$ cat config.mk
export PLATFORM = sky130hd
export DESIGN_NAME = cursor_array_list
export DESIGN_NICKNAME = d
export VERILOG_FILES = /design/src/rtl/cal_pkg.sv /design/src/rtl/cal_ram.sv /design/src/rtl/cal_ctrl.sv /design/src/rtl/cal_dp.sv /design/src/rtl/cursor_array_list.sv
export SDC_FILE = /design/constraint.sdc
export NUM_CORES = 2
export LEC_CHECK = 0
export ABC_AREA = 1
export CAP_MARGIN = 20
export CORE_UTILIZATION = 60
export DETAILED_ROUTE_END_ITERATION = 7
export DONT_BUFFER_PORTS = 1
export PLACE_DENSITY_LB_ADDON = 0.08
export SLEW_MARGIN = 20
export SYNTH_ARGS = -nofsm -noshare
export SYNTH_HDL_FRONTEND = slang
export SYNTH_SLANG_ARGS = --single-unit
$ cat constraint.sdc
create_clock -name i_clk -period 9.2 [get_ports i_clk]
set_input_delay 1.84 -clock i_clk [delete_from_list [all_inputs] [get_ports i_clk]]
set_output_delay 1.84 -clock i_clk [all_outputs]
set_load 0.01 [all_outputs]
$ cat src/rtl/cal_pkg.sv
// ----------------------------------------------------------------------------
// cal_pkg
// Shared constants, codes and control types for the cursor array list.
// ----------------------------------------------------------------------------
package cal_pkg;

    localparam int CAL_DEPTH = 64;
    localparam int CAL_WIDTH = 32;
    localparam int CAL_AW    = $clog2(CAL_DEPTH);
    localparam int CAL_CW    = 7;
    localparam int CAL_OPW   = 4;
    localparam int CAL_STW   = 2;

    localparam logic [CAL_CW-1:0] CAL_CAP_RESET = CAL_CW'(64);

    typedef enum logic [CAL_OPW-1:0] {
        OP_CLEAR  = 4'd0,
        OP_INSERT = 4'd1,
        OP_APPEND = 4'd2,
        OP_REMOVE = 4'd3,
        OP_START  = 4'd4,
        OP_END    = 4'd5,
        OP_NEXT   = 4'd6,
        OP_PREV   = 4'd7,
        OP_SEEK   = 4'd8,
        OP_READ   = 4'd9
    } t_op;

    typedef enum logic [CAL_STW-1:0] {
        ST_OK    = 2'd0,
        ST_FULL  = 2'd1,
        ST_RANGE = 2'd2
    } t_status;

    typedef enum logic [3:0] {
        S_IDLE,
        S_DECODE,
        S_INS_LOOP,
        S_INS_WR,
        S_REM_GET,
        S_REM_LOOP,
        S_REM_WR,
        S_RD_GET,
        S_FINISH
    } t_state;

    typedef enum logic [1:0] {RA_CURSOR, RA_IDX_DN, RA_IDX_UP} t_rd_addr;
    typedef enum logic [1:0] {WA_IDX_SHIFT, WA_COUNT_VAL, WA_CURSOR_VAL} t_wr_sel;
    typedef enum logic [1:0] {CN_HOLD, CN_CLEAR, CN_INC, CN_DEC} t_cnt_op;
    typedef enum logic [2:0] {CU_HOLD, CU_ZERO, CU_END, CU_NEXT, CU_PREV, CU_SEEK} t_cur_op;
    typedef enum logic [2:0] {IX_HOLD, IX_COUNT, IX_CURSOR, IX_DEC, IX_INC} t_idx_op;

    typedef struct packed {
        logic     latch;
        logic     start;
        t_status  status;
        logic     rd_en;
        t_rd_addr rd_addr;
        logic     wr_en;
        t_wr_sel  wr_sel;
        t_cnt_op  cnt_op;
        t_cur_op  cur_op;
        t_idx_op  idx_op;
        logic     take_data;
        logic     load_out;
    } t_dp_cmd;

    typedef struct packed {
        logic [CAL_OPW-1:0] op;
        logic               full;
        logic               ins_range;
        logic               acc_range;
        logic               seek_range;
        logic               idx_above_cur;
        logic               idx_next_in;
        logic               out_busy;
    } t_dp_stat;

endpackage

$ cat src/rtl/cal_ram.sv
// ----------------------------------------------------------------------------
// cal_ram
// Generic single write, single read RAM with registered read data.
// ----------------------------------------------------------------------------
module cal_ram #(
    parameter int WIDTH = 32,
    parameter int DEPTH = 64
) (
    input  logic                     i_clk,
    input  logic                     i_we,
    input  logic [$clog2(DEPTH)-1:0] i_waddr,
    input  logic [WIDTH-1:0]         i_wdata,
    input  logic                     i_re,
    input  logic [$clog2(DEPTH)-1:0] i_raddr,
    output logic [WIDTH-1:0]         o_rdata
);

    logic [WIDTH-1:0] r_mem [DEPTH];
    logic [WIDTH-1:0] r_rdata;

    always_ff @(posedge i_clk) begin
        if (i_we) begin
            r_mem[i_waddr] <= i_wdata;
        end
        if (i_re) begin
            r_rdata <= r_mem[i_raddr];
        end
    end

    assign o_rdata = r_rdata;

endmodule

$ cat src/rtl/cal_ctrl.sv
// ----------------------------------------------------------------------------
// cal_ctrl
// Command sequencer: decodes a request and steps the datapath through
// shifts, reads and the result hand-off.
// ----------------------------------------------------------------------------
module cal_ctrl (
    input  logic              i_clk,
    input  logic              i_rst_n,
    input  logic              i_valid,
    output logic              o_ready,
    input  cal_pkg::t_dp_stat i_stat,
    output cal_pkg::t_dp_cmd  o_cmd
);
    import cal_pkg::*;

    t_state r_state;
    t_state n_state;

    always_ff @(posedge i_clk) begin
        if (!i_rst_n) begin
            r_state <= S_IDLE;
        end else begin
            r_state <= n_state;
        end
    end

    always_comb begin
        n_state         = r_state;
        o_ready         = 1'b0;
        o_cmd.latch     = 1'b0;
        o_cmd.start     = 1'b0;
        o_cmd.status    = ST_OK;
        o_cmd.rd_en     = 1'b0;
        o_cmd.rd_addr   = RA_CURSOR;
        o_cmd.wr_en     = 1'b0;
        o_cmd.wr_sel    = WA_IDX_SHIFT;
        o_cmd.cnt_op    = CN_HOLD;
        o_cmd.cur_op    = CU_HOLD;
        o_cmd.idx_op    = IX_HOLD;
        o_cmd.take_data = 1'b0;
        o_cmd.load_out  = 1'b0;

        unique case (r_state)
            S_IDLE: begin
                o_ready     = 1'b1;
                o_cmd.latch = i_valid;
                if (i_valid) begin
                    n_state = S_DECODE;
                end
            end
            S_DECODE: begin
                o_cmd.start = 1'b1;
                n_state     = S_FINISH;
                unique case (i_stat.op)
                    OP_CLEAR: o_cmd.cnt_op = CN_CLEAR;
                    OP_INSERT: begin
                        if (i_stat.full) begin
                            o_cmd.status = ST_FULL;
                        end else if (i_stat.ins_range) begin
                            o_cmd.status = ST_RANGE;
                        end else begin
                            o_cmd.idx_op = IX_COUNT;
                            n_state      = S_INS_LOOP;
                        end
                    end
                    OP_APPEND: begin
                        if (i_stat.full) begin
                            o_cmd.status = ST_FULL;
                        end else begin
                            o_cmd.wr_en  = 1'b1;
                            o_cmd.wr_sel = WA_COUNT_VAL;
                            o_cmd.cnt_op = CN_INC;
                        end
                    end
                    OP_REMOVE: begin
                        if (i_stat.acc_range) begin
                            o_cmd.status = ST_RANGE;
                        end else begin
                            o_cmd.rd_en   = 1'b1;
                            o_cmd.rd_addr = RA_CURSOR;
                            o_cmd.idx_op  = IX_CURSOR;
                            n_state       = S_REM_GET;
                        end
                    end
                    OP_START: o_cmd.cur_op = CU_ZERO;
                    OP_END:   o_cmd.cur_op = CU_END;
                    OP_NEXT:  o_cmd.cur_op = CU_NEXT;
                    OP_PREV:  o_cmd.cur_op = CU_PREV;
                    OP_SEEK: begin
                        if (i_stat.seek_range) begin
                            o_cmd.status = ST_RANGE;
                        end else begin
                            o_cmd.cur_op = CU_SEEK;
                        end
                    end
                    OP_READ: begin
                        if (i_stat.acc_range) begin
                            o_cmd.status = ST_RANGE;
                        end else begin
                            o_cmd.rd_en   = 1'b1;
                            o_cmd.rd_addr = RA_CURSOR;
                            n_state       = S_RD_GET;
                        end
                    end
                    default: o_cmd.status = ST_OK;
                endcase
            end
            S_INS_LOOP: begin
                if (i_stat.idx_above_cur) begin
                    o_cmd.rd_en   = 1'b1;
                    o_cmd.rd_addr = RA_IDX_DN;
                    n_state       = S_INS_WR;
                end else begin
                    o_cmd.wr_en  = 1'b1;
                    o_cmd.wr_sel = WA_CURSOR_VAL;
                    o_cmd.cnt_op = CN_INC;
                    n_state      = S_FINISH;
                end
            end
            S_INS_WR: begin
                o_cmd.wr_en  = 1'b1;
                o_cmd.wr_sel = WA_IDX_SHIFT;
                o_cmd.idx_op = IX_DEC;
                n_state      = S_INS_LOOP;
            end
            S_REM_GET: begin
                o_cmd.take_data = 1'b1;
                n_state         = S_REM_LOOP;
            end
            S_REM_LOOP: begin
                if (i_stat.idx_next_in) begin
                    o_cmd.rd_en   = 1'b1;
                    o_cmd.rd_addr = RA_IDX_UP;
                    n_state       = S_REM_WR;
                end else begin
                    o_cmd.cnt_op = CN_DEC;
                    n_state      = S_FINISH;
                end
            end
            S_REM_WR: begin
                o_cmd.wr_en  = 1'b1;
                o_cmd.wr_sel = WA_IDX_SHIFT;
                o_cmd.idx_op = IX_INC;
                n_state      = S_REM_LOOP;
            end
            S_RD_GET: begin
                o_cmd.take_data = 1'b1;
                n_state         = S_FINISH;
            end
            S_FINISH: begin
                if (!i_stat.out_busy) begin
                    o_cmd.load_out = 1'b1;
                    n_state        = S_IDLE;
                end
            end
            default: n_state = S_IDLE;
        endcase
    end

endmodule

$ cat src/rtl/cal_dp.sv
// ----------------------------------------------------------------------------
// cal_dp
// Datapath: request registers, length, cursor, capacity, shift index,
// entry RAM and the result register.
// ----------------------------------------------------------------------------
module cal_dp (
    input  logic                            i_clk,
    input  logic                            i_rst_n,
    input  logic [cal_pkg::CAL_OPW-1:0]     i_command,
    input  logic [cal_pkg::CAL_WIDTH-1:0]   i_value,
    input  logic [cal_pkg::CAL_CW-1:0]      i_position,
    input  logic                            i_cfg_we,
    input  logic [cal_pkg::CAL_CW-1:0]      i_cfg_data,
    input  cal_pkg::t_dp_cmd                i_cmd,
    output cal_pkg::t_dp_stat               o_stat,
    input  logic                            i_ready,
    output logic                            o_valid,
    output logic [cal_pkg::CAL_WIDTH-1:0]   o_data,
    output logic [cal_pkg::CAL_CW-1:0]      o_length,
    output logic [cal_pkg::CAL_CW-1:0]      o_cursor,
    output logic [cal_pkg::CAL_STW-1:0]     o_status
);
    import cal_pkg::*;

    localparam logic [CAL_CW-1:0] DEPTH_W = CAL_CW'(CAL_DEPTH);
    localparam logic [CAL_CW-1:0] ONE_W   = CAL_CW'(1);

    logic [CAL_OPW-1:0]   r_op;
    logic [CAL_WIDTH-1:0] r_val;
    logic [CAL_CW-1:0]    r_pos;
    logic [CAL_CW-1:0]    r_cap;
    logic [CAL_CW-1:0]    r_count;
    logic [CAL_CW-1:0]    r_cursor;
    logic [CAL_CW-1:0]    r_idx;
    logic [CAL_WIDTH-1:0] r_data;
    t_status              r_status;
    logic                 r_o_valid;
    logic [CAL_WIDTH-1:0] r_o_data;
    logic [CAL_CW-1:0]    r_o_length;
    logic [CAL_CW-1:0]    r_o_cursor;
    t_status              r_o_status;

    logic [CAL_CW-1:0]    limit;
    logic [CAL_CW-1:0]    idx_dn;
    logic [CAL_CW-1:0]    idx_up;
    logic                 ram_we;
    logic [CAL_AW-1:0]    ram_waddr;
    logic [CAL_WIDTH-1:0] ram_wdata;
    logic [CAL_AW-1:0]    ram_raddr;
    logic [CAL_WIDTH-1:0] ram_rdata;

    assign limit  = (r_cap >= DEPTH_W) ? DEPTH_W : r_cap;
    assign idx_dn = r_idx - ONE_W;
    assign idx_up = r_idx + ONE_W;

    assign o_stat.op            = r_op;
    assign o_stat.full          = (r_count >= limit);
    assign o_stat.ins_range     = (r_cursor > r_count);
    assign o_stat.acc_range     = (r_cursor >= r_count);
    assign o_stat.seek_range    = (r_pos > r_count);
    assign o_stat.idx_above_cur = (r_idx > r_cursor);
    assign o_stat.idx_next_in   = (idx_up < r_count);
    assign o_stat.out_busy      = r_o_valid && !i_ready;

    always_comb begin
        ram_we    = i_cmd.wr_en;
        ram_waddr = r_idx[CAL_AW-1:0];
        ram_wdata = ram_rdata;
        case (i_cmd.wr_sel)
            WA_COUNT_VAL: begin
                ram_waddr = r_count[CAL_AW-1:0];
                ram_wdata = r_val;
            end
            WA_CURSOR_VAL: begin
                ram_waddr = r_cursor[CAL_AW-1:0];
                ram_wdata = r_val;
            end
            default: begin
                ram_waddr = r_idx[CAL_AW-1:0];
                ram_wdata = ram_rdata;
            end
        endcase
        case (i_cmd.rd_addr)
            RA_IDX_DN: ram_raddr = idx_dn[CAL_AW-1:0];
            RA_IDX_UP: ram_raddr = idx_up[CAL_AW-1:0];
            default:   ram_raddr = r_cursor[CAL_AW-1:0];
        endcase
    end

    cal_ram #(
        .WIDTH (CAL_WIDTH),
        .DEPTH (CAL_DEPTH)
    ) u_ram (
        .i_clk   (i_clk),
        .i_we    (ram_we),
        .i_waddr (ram_waddr),
        .i_wdata (ram_wdata),
        .i_re    (i_cmd.rd_en),
        .i_raddr (ram_raddr),
        .o_rdata (ram_rdata)
    );

    // request and scratch registers
    always_ff @(posedge i_clk) begin
        if (i_cmd.latch) begin
            r_op  <= i_command;
            r_val <= i_value;
            r_pos <= i_position;
        end
        if (i_cmd.start) begin
            r_data   <= '0;
            r_status <= i_cmd.status;
        end else if (i_cmd.take_data) begin
            r_data <= ram_rdata;
        end
        case (i_cmd.idx_op)
            IX_COUNT:  r_idx <= r_count;
            IX_CURSOR: r_idx <= r_cursor;
            IX_DEC:    r_idx <= idx_dn;
            IX_INC:    r_idx <= idx_up;
            default:   r_idx <= r_idx;
        endcase
        if (i_cmd.load_out) begin
            r_o_data   <= r_data;
            r_o_length <= r_count;
            r_o_cursor <= r_cursor;
            r_o_status <= r_status;
        end
    end

    always_ff @(posedge i_clk) begin
        if (!i_rst_n) begin
            r_cap     <= CAL_CAP_RESET;
            r_count   <= '0;
            r_cursor  <= '0;
            r_o_valid <= 1'b0;
        end else begin
            if (i_cfg_we) begin
                r_cap <= i_cfg_data;
            end
            case (i_cmd.cnt_op)
                CN_CLEAR: r_count <= '0;
                CN_INC:   r_count <= r_count + ONE_W;
                CN_DEC:   r_count <= r_count - ONE_W;
                default:  r_count <= r_count;
            endcase
            case (i_cmd.cur_op)
                CU_ZERO: r_cursor <= '0;
                CU_END:  r_cursor <= r_count;
                CU_NEXT: begin
                    if (r_cursor < r_count) begin
                        r_cursor <= r_cursor + ONE_W;
                    end
                end
                CU_PREV: begin
                    if (r_cursor != '0) begin
                        r_cursor <= r_cursor - ONE_W;
                    end
                end
                CU_SEEK: r_cursor <= r_pos;
                default: r_cursor <= r_cursor;
            endcase
            if (i_cmd.load_out) begin
                r_o_valid <= 1'b1;
            end else if (i_ready) begin
                r_o_valid <= 1'b0;
            end
        end
    end

    assign o_valid  = r_o_valid;
    assign o_data   = r_o_data;
    assign o_length = r_o_length;
    assign o_cursor = r_o_cursor;
    assign o_status = r_o_status;

    a_count_bound: assert property (@(posedge i_clk) disable iff (!i_rst_n)
        r_count <= DEPTH_W)
        else $error("length beyond store depth");

    a_shift_in_list: assert property (@(posedge i_clk) disable iff (!i_rst_n)
        (i_cmd.wr_en && i_cmd.wr_sel == WA_IDX_SHIFT) |-> (r_idx <= r_count))
        else $error("shift write outside list");

    a_inc_room: assert property (@(posedge i_clk) disable iff (!i_rst_n)
        (i_cmd.cnt_op == CN_INC) |-> (r_count < limit))
        else $error("length grew past limit");

    a_load_valid: assert property (@(posedge i_clk) disable iff (!i_rst_n)
        i_cmd.load_out |=> r_o_valid)
        else $error("result not presented after load");

endmodule

$ cat src/rtl/cursor_array_list.sv
// ----------------------------------------------------------------------------
// cursor_array_list
// Ordered word list with length and cursor, held in a 64-entry RAM.
// ----------------------------------------------------------------------------
//  channel | direction | handshake          | payload
//  request | in        | i_valid / o_ready  | i_command, i_value, i_position
//  result  | out       | o_valid / i_ready  | o_data, o_length, o_cursor, o_status
//  config  | in        | i_cfg_we           | i_cfg_data (capacity)
//
//  Clear, append, cursor moves, unused codes and any rejected request go from
//  decode straight to the result; read adds a RAM read; insert and remove
//  shift the entries between cursor and length. Each shifted entry costs a
//  read and a write on the single RAM port pair.
//  Reset clears length, cursor and the result valid; capacity returns to 64.
//  A result held by a stalled consumer delays only the completion of the next
//  request, which is accepted and worked meanwhile.
// ----------------------------------------------------------------------------
module cursor_array_list (
    input  logic                            i_clk,
    input  logic                            i_rst_n,
    input  logic                            i_valid,
    output logic                            o_ready,
    input  logic [cal_pkg::CAL_OPW-1:0]     i_command,
    input  logic [cal_pkg::CAL_WIDTH-1:0]   i_value,
    input  logic [cal_pkg::CAL_CW-1:0]      i_position,
    output logic                            o_valid,
    input  logic                            i_ready,
    output logic [cal_pkg::CAL_WIDTH-1:0]   o_data,
    output logic [cal_pkg::CAL_CW-1:0]      o_length,
    output logic [cal_pkg::CAL_CW-1:0]      o_cursor,
    output logic [cal_pkg::CAL_STW-1:0]     o_status,
    input  logic                            i_cfg_we,
    input  logic [cal_pkg::CAL_CW-1:0]      i_cfg_data
);
    import cal_pkg::*;

    t_dp_cmd  dp_cmd;
    t_dp_stat dp_stat;

    cal_ctrl u_ctrl (
        .i_clk   (i_clk),
        .i_rst_n (i_rst_n),
        .i_valid (i_valid),
        .o_ready (o_ready),
        .i_stat  (dp_stat),
        .o_cmd   (dp_cmd)
    );

    cal_dp u_dp (
        .i_clk      (i_clk),
        .i_rst_n    (i_rst_n),
        .i_command  (i_command),
        .i_value    (i_value),
        .i_position (i_position),
        .i_cfg_we   (i_cfg_we),
        .i_cfg_data (i_cfg_data),
        .i_cmd      (dp_cmd),
        .o_stat     (dp_stat),
        .i_ready    (i_ready),
        .o_valid    (o_valid),
        .o_data     (o_data),
        .o_length   (o_length),
        .o_cursor   (o_cursor),
        .o_status   (o_status)
    );

endmodule

### Word-level counts from Yosys, hierarchy flattened

Memory sizes are Yosys's and may differ from the RTL's. A register that Yosys moved wholly into a read port is not among the register bits.
Cells that the tools add are included.
W data, S select, Z words.

* flip-flop bits (word level): 158
* latch bits: 0
* memory bits (writable): 2048
* memory bits (read-only): 0
* input bits: 55
* word-level logic and storage cells: 138
* memories: 1

* $add $sub $neg: 6
* $mul: 0
* divide/modulo/power cells: 0
* $lt $le $gt $ge: 8
* eq/ne operators: 37
* shift operators: 0
* multiplexer cells: 55
* bitwise logic cells: 0
* reduce and logical (&&, ||, !) cells: 16

Memory list
* u_dp.u_ram.r_mem: words 64, width 32, read ports 1, clocked after memory_dff 1, wr ports 1, line cal_ram.sv:18 `logic [WIDTH-1:0] r_mem [DEPTH];`

Operator list (number)
* $pmux W7 S5: 1
* $eq A4 B3 Y1 const B: 8
* $mux W32: 1
* $mux W4: 8
* $pmux W4 S8: 1
* $pmux W7 S4: 1
* $mux W3: 9
* $pmux W3 S3: 3
* $pmux W6 S2: 2
* $add A7 B1 Y7 const B: 3
* $gt A7 B7 Y1: 3
* $mux W7: 3
* $pmux W7 S3: 1
* $sub A7 B1 Y7 const B: 3
* $eq A4 B2 Y1 const B: 4
* $pmux W3 S5: 1
* $ge A7 B7 Y1: 2
* $lt A7 B7 Y1: 2
* $eq A3 B2 Y1 const B: 4
* $eq A4 B4 Y1 const B: 3
* $mux W2: 6
* $pmux W4 S3: 1
* $mux W1: 11
* $mux W5: 2
* 23 further kinds: 39

### Longest topological paths before layout

* depth after elaboration: 9
* gate-level depth with buffers: 26

### Hierarchy

From an unflattened synthesis, not the netlist that was laid out.

* cells, all modules: 7692
* area total of the unflattened synthesis: 91151.2 um2

Modules (own cells, without submodules)
* cal_ram: instances 1, cells an instance 6769, area an instance 83058.4 um2, sequential area each 62459.9 um2
* cal_dp: instances 1, cells an instance 818, area an instance 7485.9 um2, sequential area each 4083.9 um2
* cal_ctrl: instances 1, cells an instance 105, area an instance 606.8 um2, sequential area each 80.1 um2

### Worst setup path before layout

Ideal clock, no wire load.

* kind: input to register
* start: input port i_ready
* end: register u_dp.r_o_cursor[0], in the netlist u_dp.o_cursor[0] (enable)
* library setup time: 573 ps
* arrival: 6468 ps
* slack: 2160 ps
* cell stages on the path: 2
* buffers on the path: 0
* path through: nor2_1 nor4_1

RTL lines
* start, declared: line cursor_array_list.sv:27 `input logic i_ready,`
* end signal, assigned: line cal_dp.sv:126 `r_o_cursor <= r_cursor;`
* end, declared: line cal_dp.sv:40 `logic [CAL_CW-1:0] r_o_cursor;`

### Worst setup path after layout

* start: register u_dp.r_idx[0]
* end: register u_dp.u_ram.r_rdata[18], in the netlist u_dp.u_ram.o_rdata[18], read port of u_dp.u_ram.r_mem (data pin)

* cells in the longest elaborated chain, start to end: 6

Ends and longest elaborated chain
* start, declared: line cal_dp.sv:34 `logic [CAL_CW-1:0] r_idx;`
* start signal, assigned: line cal_dp.sv:117 `IX_COUNT: r_idx <= r_count;`
* start signal, assigned: line cal_dp.sv:118 `IX_CURSOR: r_idx <= r_cursor;`
* start signal, assigned: line cal_dp.sv:119 `IX_DEC: r_idx <= idx_dn;`
* $add A7 B1 Y7: line cal_dp.sv:54 `assign idx_up = r_idx + ONE_W;`
* $lt A7 B7 Y1: line cal_dp.sv:62 `assign o_stat.idx_next_in = (idx_up < r_count);`
* $mux W3: line cal_ctrl.sv:131 `if (i_stat.idx_next_in) begin`
* $pmux W3 S3: line cal_ctrl.sv:43 `unique case (r_state)`
* $eq A2 B2 Y1 / $eq A2 B1 Y1 (equally long branches): line cal_dp.sv:83 `case (i_cmd.rd_addr)`
* $pmux W6 S2: line cal_dp.sv:83
* end, declared: line cal_ram.sv:19 `logic [WIDTH-1:0] r_rdata;`

Parallel ways exist; a longest one is shown, timed or not.
A chain may end at the register's enable or synchronous reset.

==> flow_summary_export.csv <==
group,metric,value,unit
outcome,outcome,"finished, final reports clean",
floorplanning,io_pins,105,
setup_path,slowest_delay,0.91,ns
drt,top_layer_used,"met5",
setup_path,start_kind,"flip-flop",
yosys,synth-async-reset-ratio,0,%
setup_path,cp_max_fo,91,
global_route,globalRouteOverflowTotal,0,
power,vdd_drop_max,0.0002047,V
drt,route.detailed.drc,0,
timing,min_period,6.404,ns
finish,fin_nets,8794,
global_route,track_usage,33.54,%
power,pwr-share-clk,44.1,%
yosys,synth_warnings,0,
yosys,yosysUniqueCellTypes,42,
floorplanning,die_w,405.6,um
yosys,syn_inst,8873,
yosys,synth.most_common_cell,"edfxtp_1",
timing,finClkSkew,0.04191,ns
global_route,grt_max_degree,185,
drt,avgViaCountPerCell,6.099,
placement,port_buffers,0,
yosys,synth-seq-cells,2238,
timing,tns,0,ns
timing,worst_hold_slack,0.4241,ns
clock_tree,cts.path.max_buffers,3,
setup_path,critical_path_class,"flip-flop to flip-flop",
power,sw_frac_of_total,19.95,%
setup_path,critical-path-top-delay-family,"simple AND/OR/NAND/NOR gates",
timing,timing.final.ws_setup,2.796,ns
clock_tree,clockRootBuffer,"clkbuf_16",
timing,setup_viol,0,
floorplanning,die_area,164500,sq um
timing,worst-slew-pin-transition,1.137,ns
clock_tree,cts_resized,0,
power,power_switching,0.004057,W
timing,max_freq,0.1561,GHz
global_route,grt_pass1_wl,409.1,mm
floorplanning,die_h,405.6,um
timing,fin_crit_sh,69.61,%
power,leakage,40.48,nW
setup_path,timing.reg2reg.setup_slack,2.80,ns
timing,hold_viol,0,
setup_path,worst_setup_path_end_kind,"flip-flop",
run,maxCapViolCount,0,
placement,post-place-ws,2.932,ns
drt,antenna_left,0,
yosys,synth_area,97720,sq um
yosys,yosysTopAreaCell,"edfxtp_1",
placement,dp_hpwl,140.5,mm
drt,routed_wl,276.9,mm
drt,wl_met1,111.4,mm
power,combPwrFrac,1.2,%
power,p_per_area,189.7,nW/um^2
worst_hold_path,hp-class,"flip-flop to flip-flop",
clock_tree,hold_buffers,0,
clock_tree,post_cts_buffers,0,
yosys,synth.yosys.seq_area_share,68.18,%
drt,drt_iter0_drc,9363,
clock_tree,clkSlewWorstSetupHoldPaths,0.06,ns
setup_path,cp.arrival,7.11,ns
yosys,synth_edf_count,2180,
clock_tree,cts_buffers,222,
setup_path,path_common_cell,"nand3_1",
finish,drive_gt1_share,6.798,%
yosys,syn-num-nets,8980,
clock_tree,htreeDepth,4,
drt,firstDrtPassIters,6,
placement,gp_congestion,0.9200,
floorplanning,initial_core_util,60.65,%
yosys,yosys-top-cells-count,"2,180 x edfxtp_1, 2,134 x nand3_1, 2,078 x nand2_1, 896 x inv_1, 544 x nand3b_1",
timing,rsz0062_at_grt,"false",
floorplanning,fp-row-count,147,
drt,dr_wl_met2,126.3,mm
drt,wl_met3,30.50,mm
drt,dr_total_vias,67290,
global_route,grt_antenna_before_repair,7,
power,internal-power,0.01627,W
yosys,yosys_most_used_dff,"edfxtp_1",
setup_path,required,9.91,ns
timing,relSlewSlack,24.09,%
clock_tree,cts.sink_count,2238,
floorplanning,core-area,161100,sq um
global_route,first_global_vias,63300,
timing,slew_viol_final,0,
setup_path,timing.critical_path.buf_inv,3,
clock_tree,clk_latency,0.86,ns
yosys,yosys.area.top_type_share,66.99,%
setup_path,slowest_stage,"buf_4",
drt,wl_per_cell,25.09,um
power,seq_power_share,54.8,%
yosys,synth_area_per_cell,11.01,sq um
finish,synthToLayoutAreaGrowth,9.678,%
yosys,synth_area_leaders,"edfxtp_1 67%, nand3_1 11%, nand2_1 8.0%",
setup_path,cp_cell_sequence,"ha_1 -> nand4_1 -> nor2_1 -> xnor2_1 -> inv_1 -> ha_1 -> a21oi_1 -> o21a_1 -> nand3_1 -> ha_1 -> nand2_8 -> buf_4 -> buf_4 -> nand3_1 -> nand2_1 -> nand2_1 -> nand3_1 -> nand3_1 -> nand3_1 -> nand3_1 -> nand2_1",
clock_tree,tritoncts,"built",
## cell usage in the layout (no fill, tap or decap), types with 7 or more instances in the layout
cell	Yosys	final
edfxtp_1	2180	2180
inv_1	896	871
nand3_1	2134	2133
clkinv_1	2	57
nand2_1	2078	2073
nor2_1	105	70
nor3_1	7	7
clkbuf_1	151	53
buf_12	0	25
nand2_4	8	11
clkinv_2	0	33
nor2_4	1	36
ha_1	50	50
clkbuf_16	0	227
a21oi_1	68	68
buf_4	15	141
nand3b_1	544	544
dfxtp_1	58	58
o21ai_0	89	56
nand4_1	18	18
bufinv_16	0	21
inv_2	9	26
o21ai_4	0	32
## path summary, 6_finish.rpt
kind / startpoint / endpoint / cells after the start
setup / recovery: u_dp.r_idx[0] / u_dp.u_ram.o_rdata[18] / 21
hold / removal: u_dp.r_status[0] / u_dp.o_status[0] / 0
setup reg to reg: u_dp.r_idx[0] / u_dp.u_ram.o_rdata[18] / 21
hold reg to reg: u_dp.r_status[0] / u_dp.o_status[0] / 0
## metrics by stage
step           power, W  instances  utilization (%)  cell area (sq um)
3_3_place_gp    0.01158      10620            62.09             100000
5_1_grt         0.02078      11030            66.52             107200
6_report        0.02033      11030            66.52             107200
2_1_floorplan   0.01149       8873                -              97720
4_1_cts         0.02037      11030            66.52             107200
3_5_place_dp    0.01158      10620            62.09             100000
## cells by family after synthesis
kind of cell / share of synthesized area, %
adder cells (fa/ha/maj): 0.6812
AND/OR/NAND/NOR: 23.91
XOR/XNOR: 0.06274
flip-flops: 68.18
buffers and inverters: 6.230
AO/OA/AOI/OAI: 0.9411
## layer usage
metal,up-vias,track usage [%]
met1,32580,48.36
met2,3898,51.96
li1,30240,-
met4,4,11.19
met3,565,5.786
met5,-,0
## power groups by stage
| stage | Clock (W) | Combinational, W | Sequential [W] |
|---|---|---|---|
| 2_1_floorplan | 0 | 0.000143 | 0.0113 |
| 3_3_place_gp | 0 | 0.000233 | 0.0113 |
| 3_5_place_dp | 0 | 0.000237 | 0.0113 |
| 4_1_cts | 0.00900 | 0.000238 | 0.0111 |
| 5_1_grt | 0.00938 | 0.000262 | 0.0111 |
| 6_report | 0.00896 | 0.000242 | 0.0111 |
## cell type report
type,count,area [sq um]
multi-input combinational,5151,25730
inverter,908,3426
sequential,2238,66620
timing repair buffer,166,1559
clock inverter,124,1214
tap,2160,2703
antenna,3,7.507
fill,12080,53940
clock buffer,283,5921
## state kept, by name, indices dropped and copies added, names as in the netlist, 2 cells and up
name / count
u_ctrl.r_state: 4
u_dp.o_length: 7
u_dp.r_count: 7
u_dp.r_cap: 7
u_dp.u_ram.o_rdata: 32
u_dp.o_cursor: 7
u_dp.u_ram.r_mem: 2048
u_dp.r_pos: 7
u_dp.r_data: 32
u_dp.r_status: 2
u_dp.o_status: 2
u_dp.r_val: 32
u_dp.r_idx: 7
u_dp.o_data: 32
u_dp.r_cursor: 7
u_dp.r_op: 4
(Power assumes the default switching activity.)
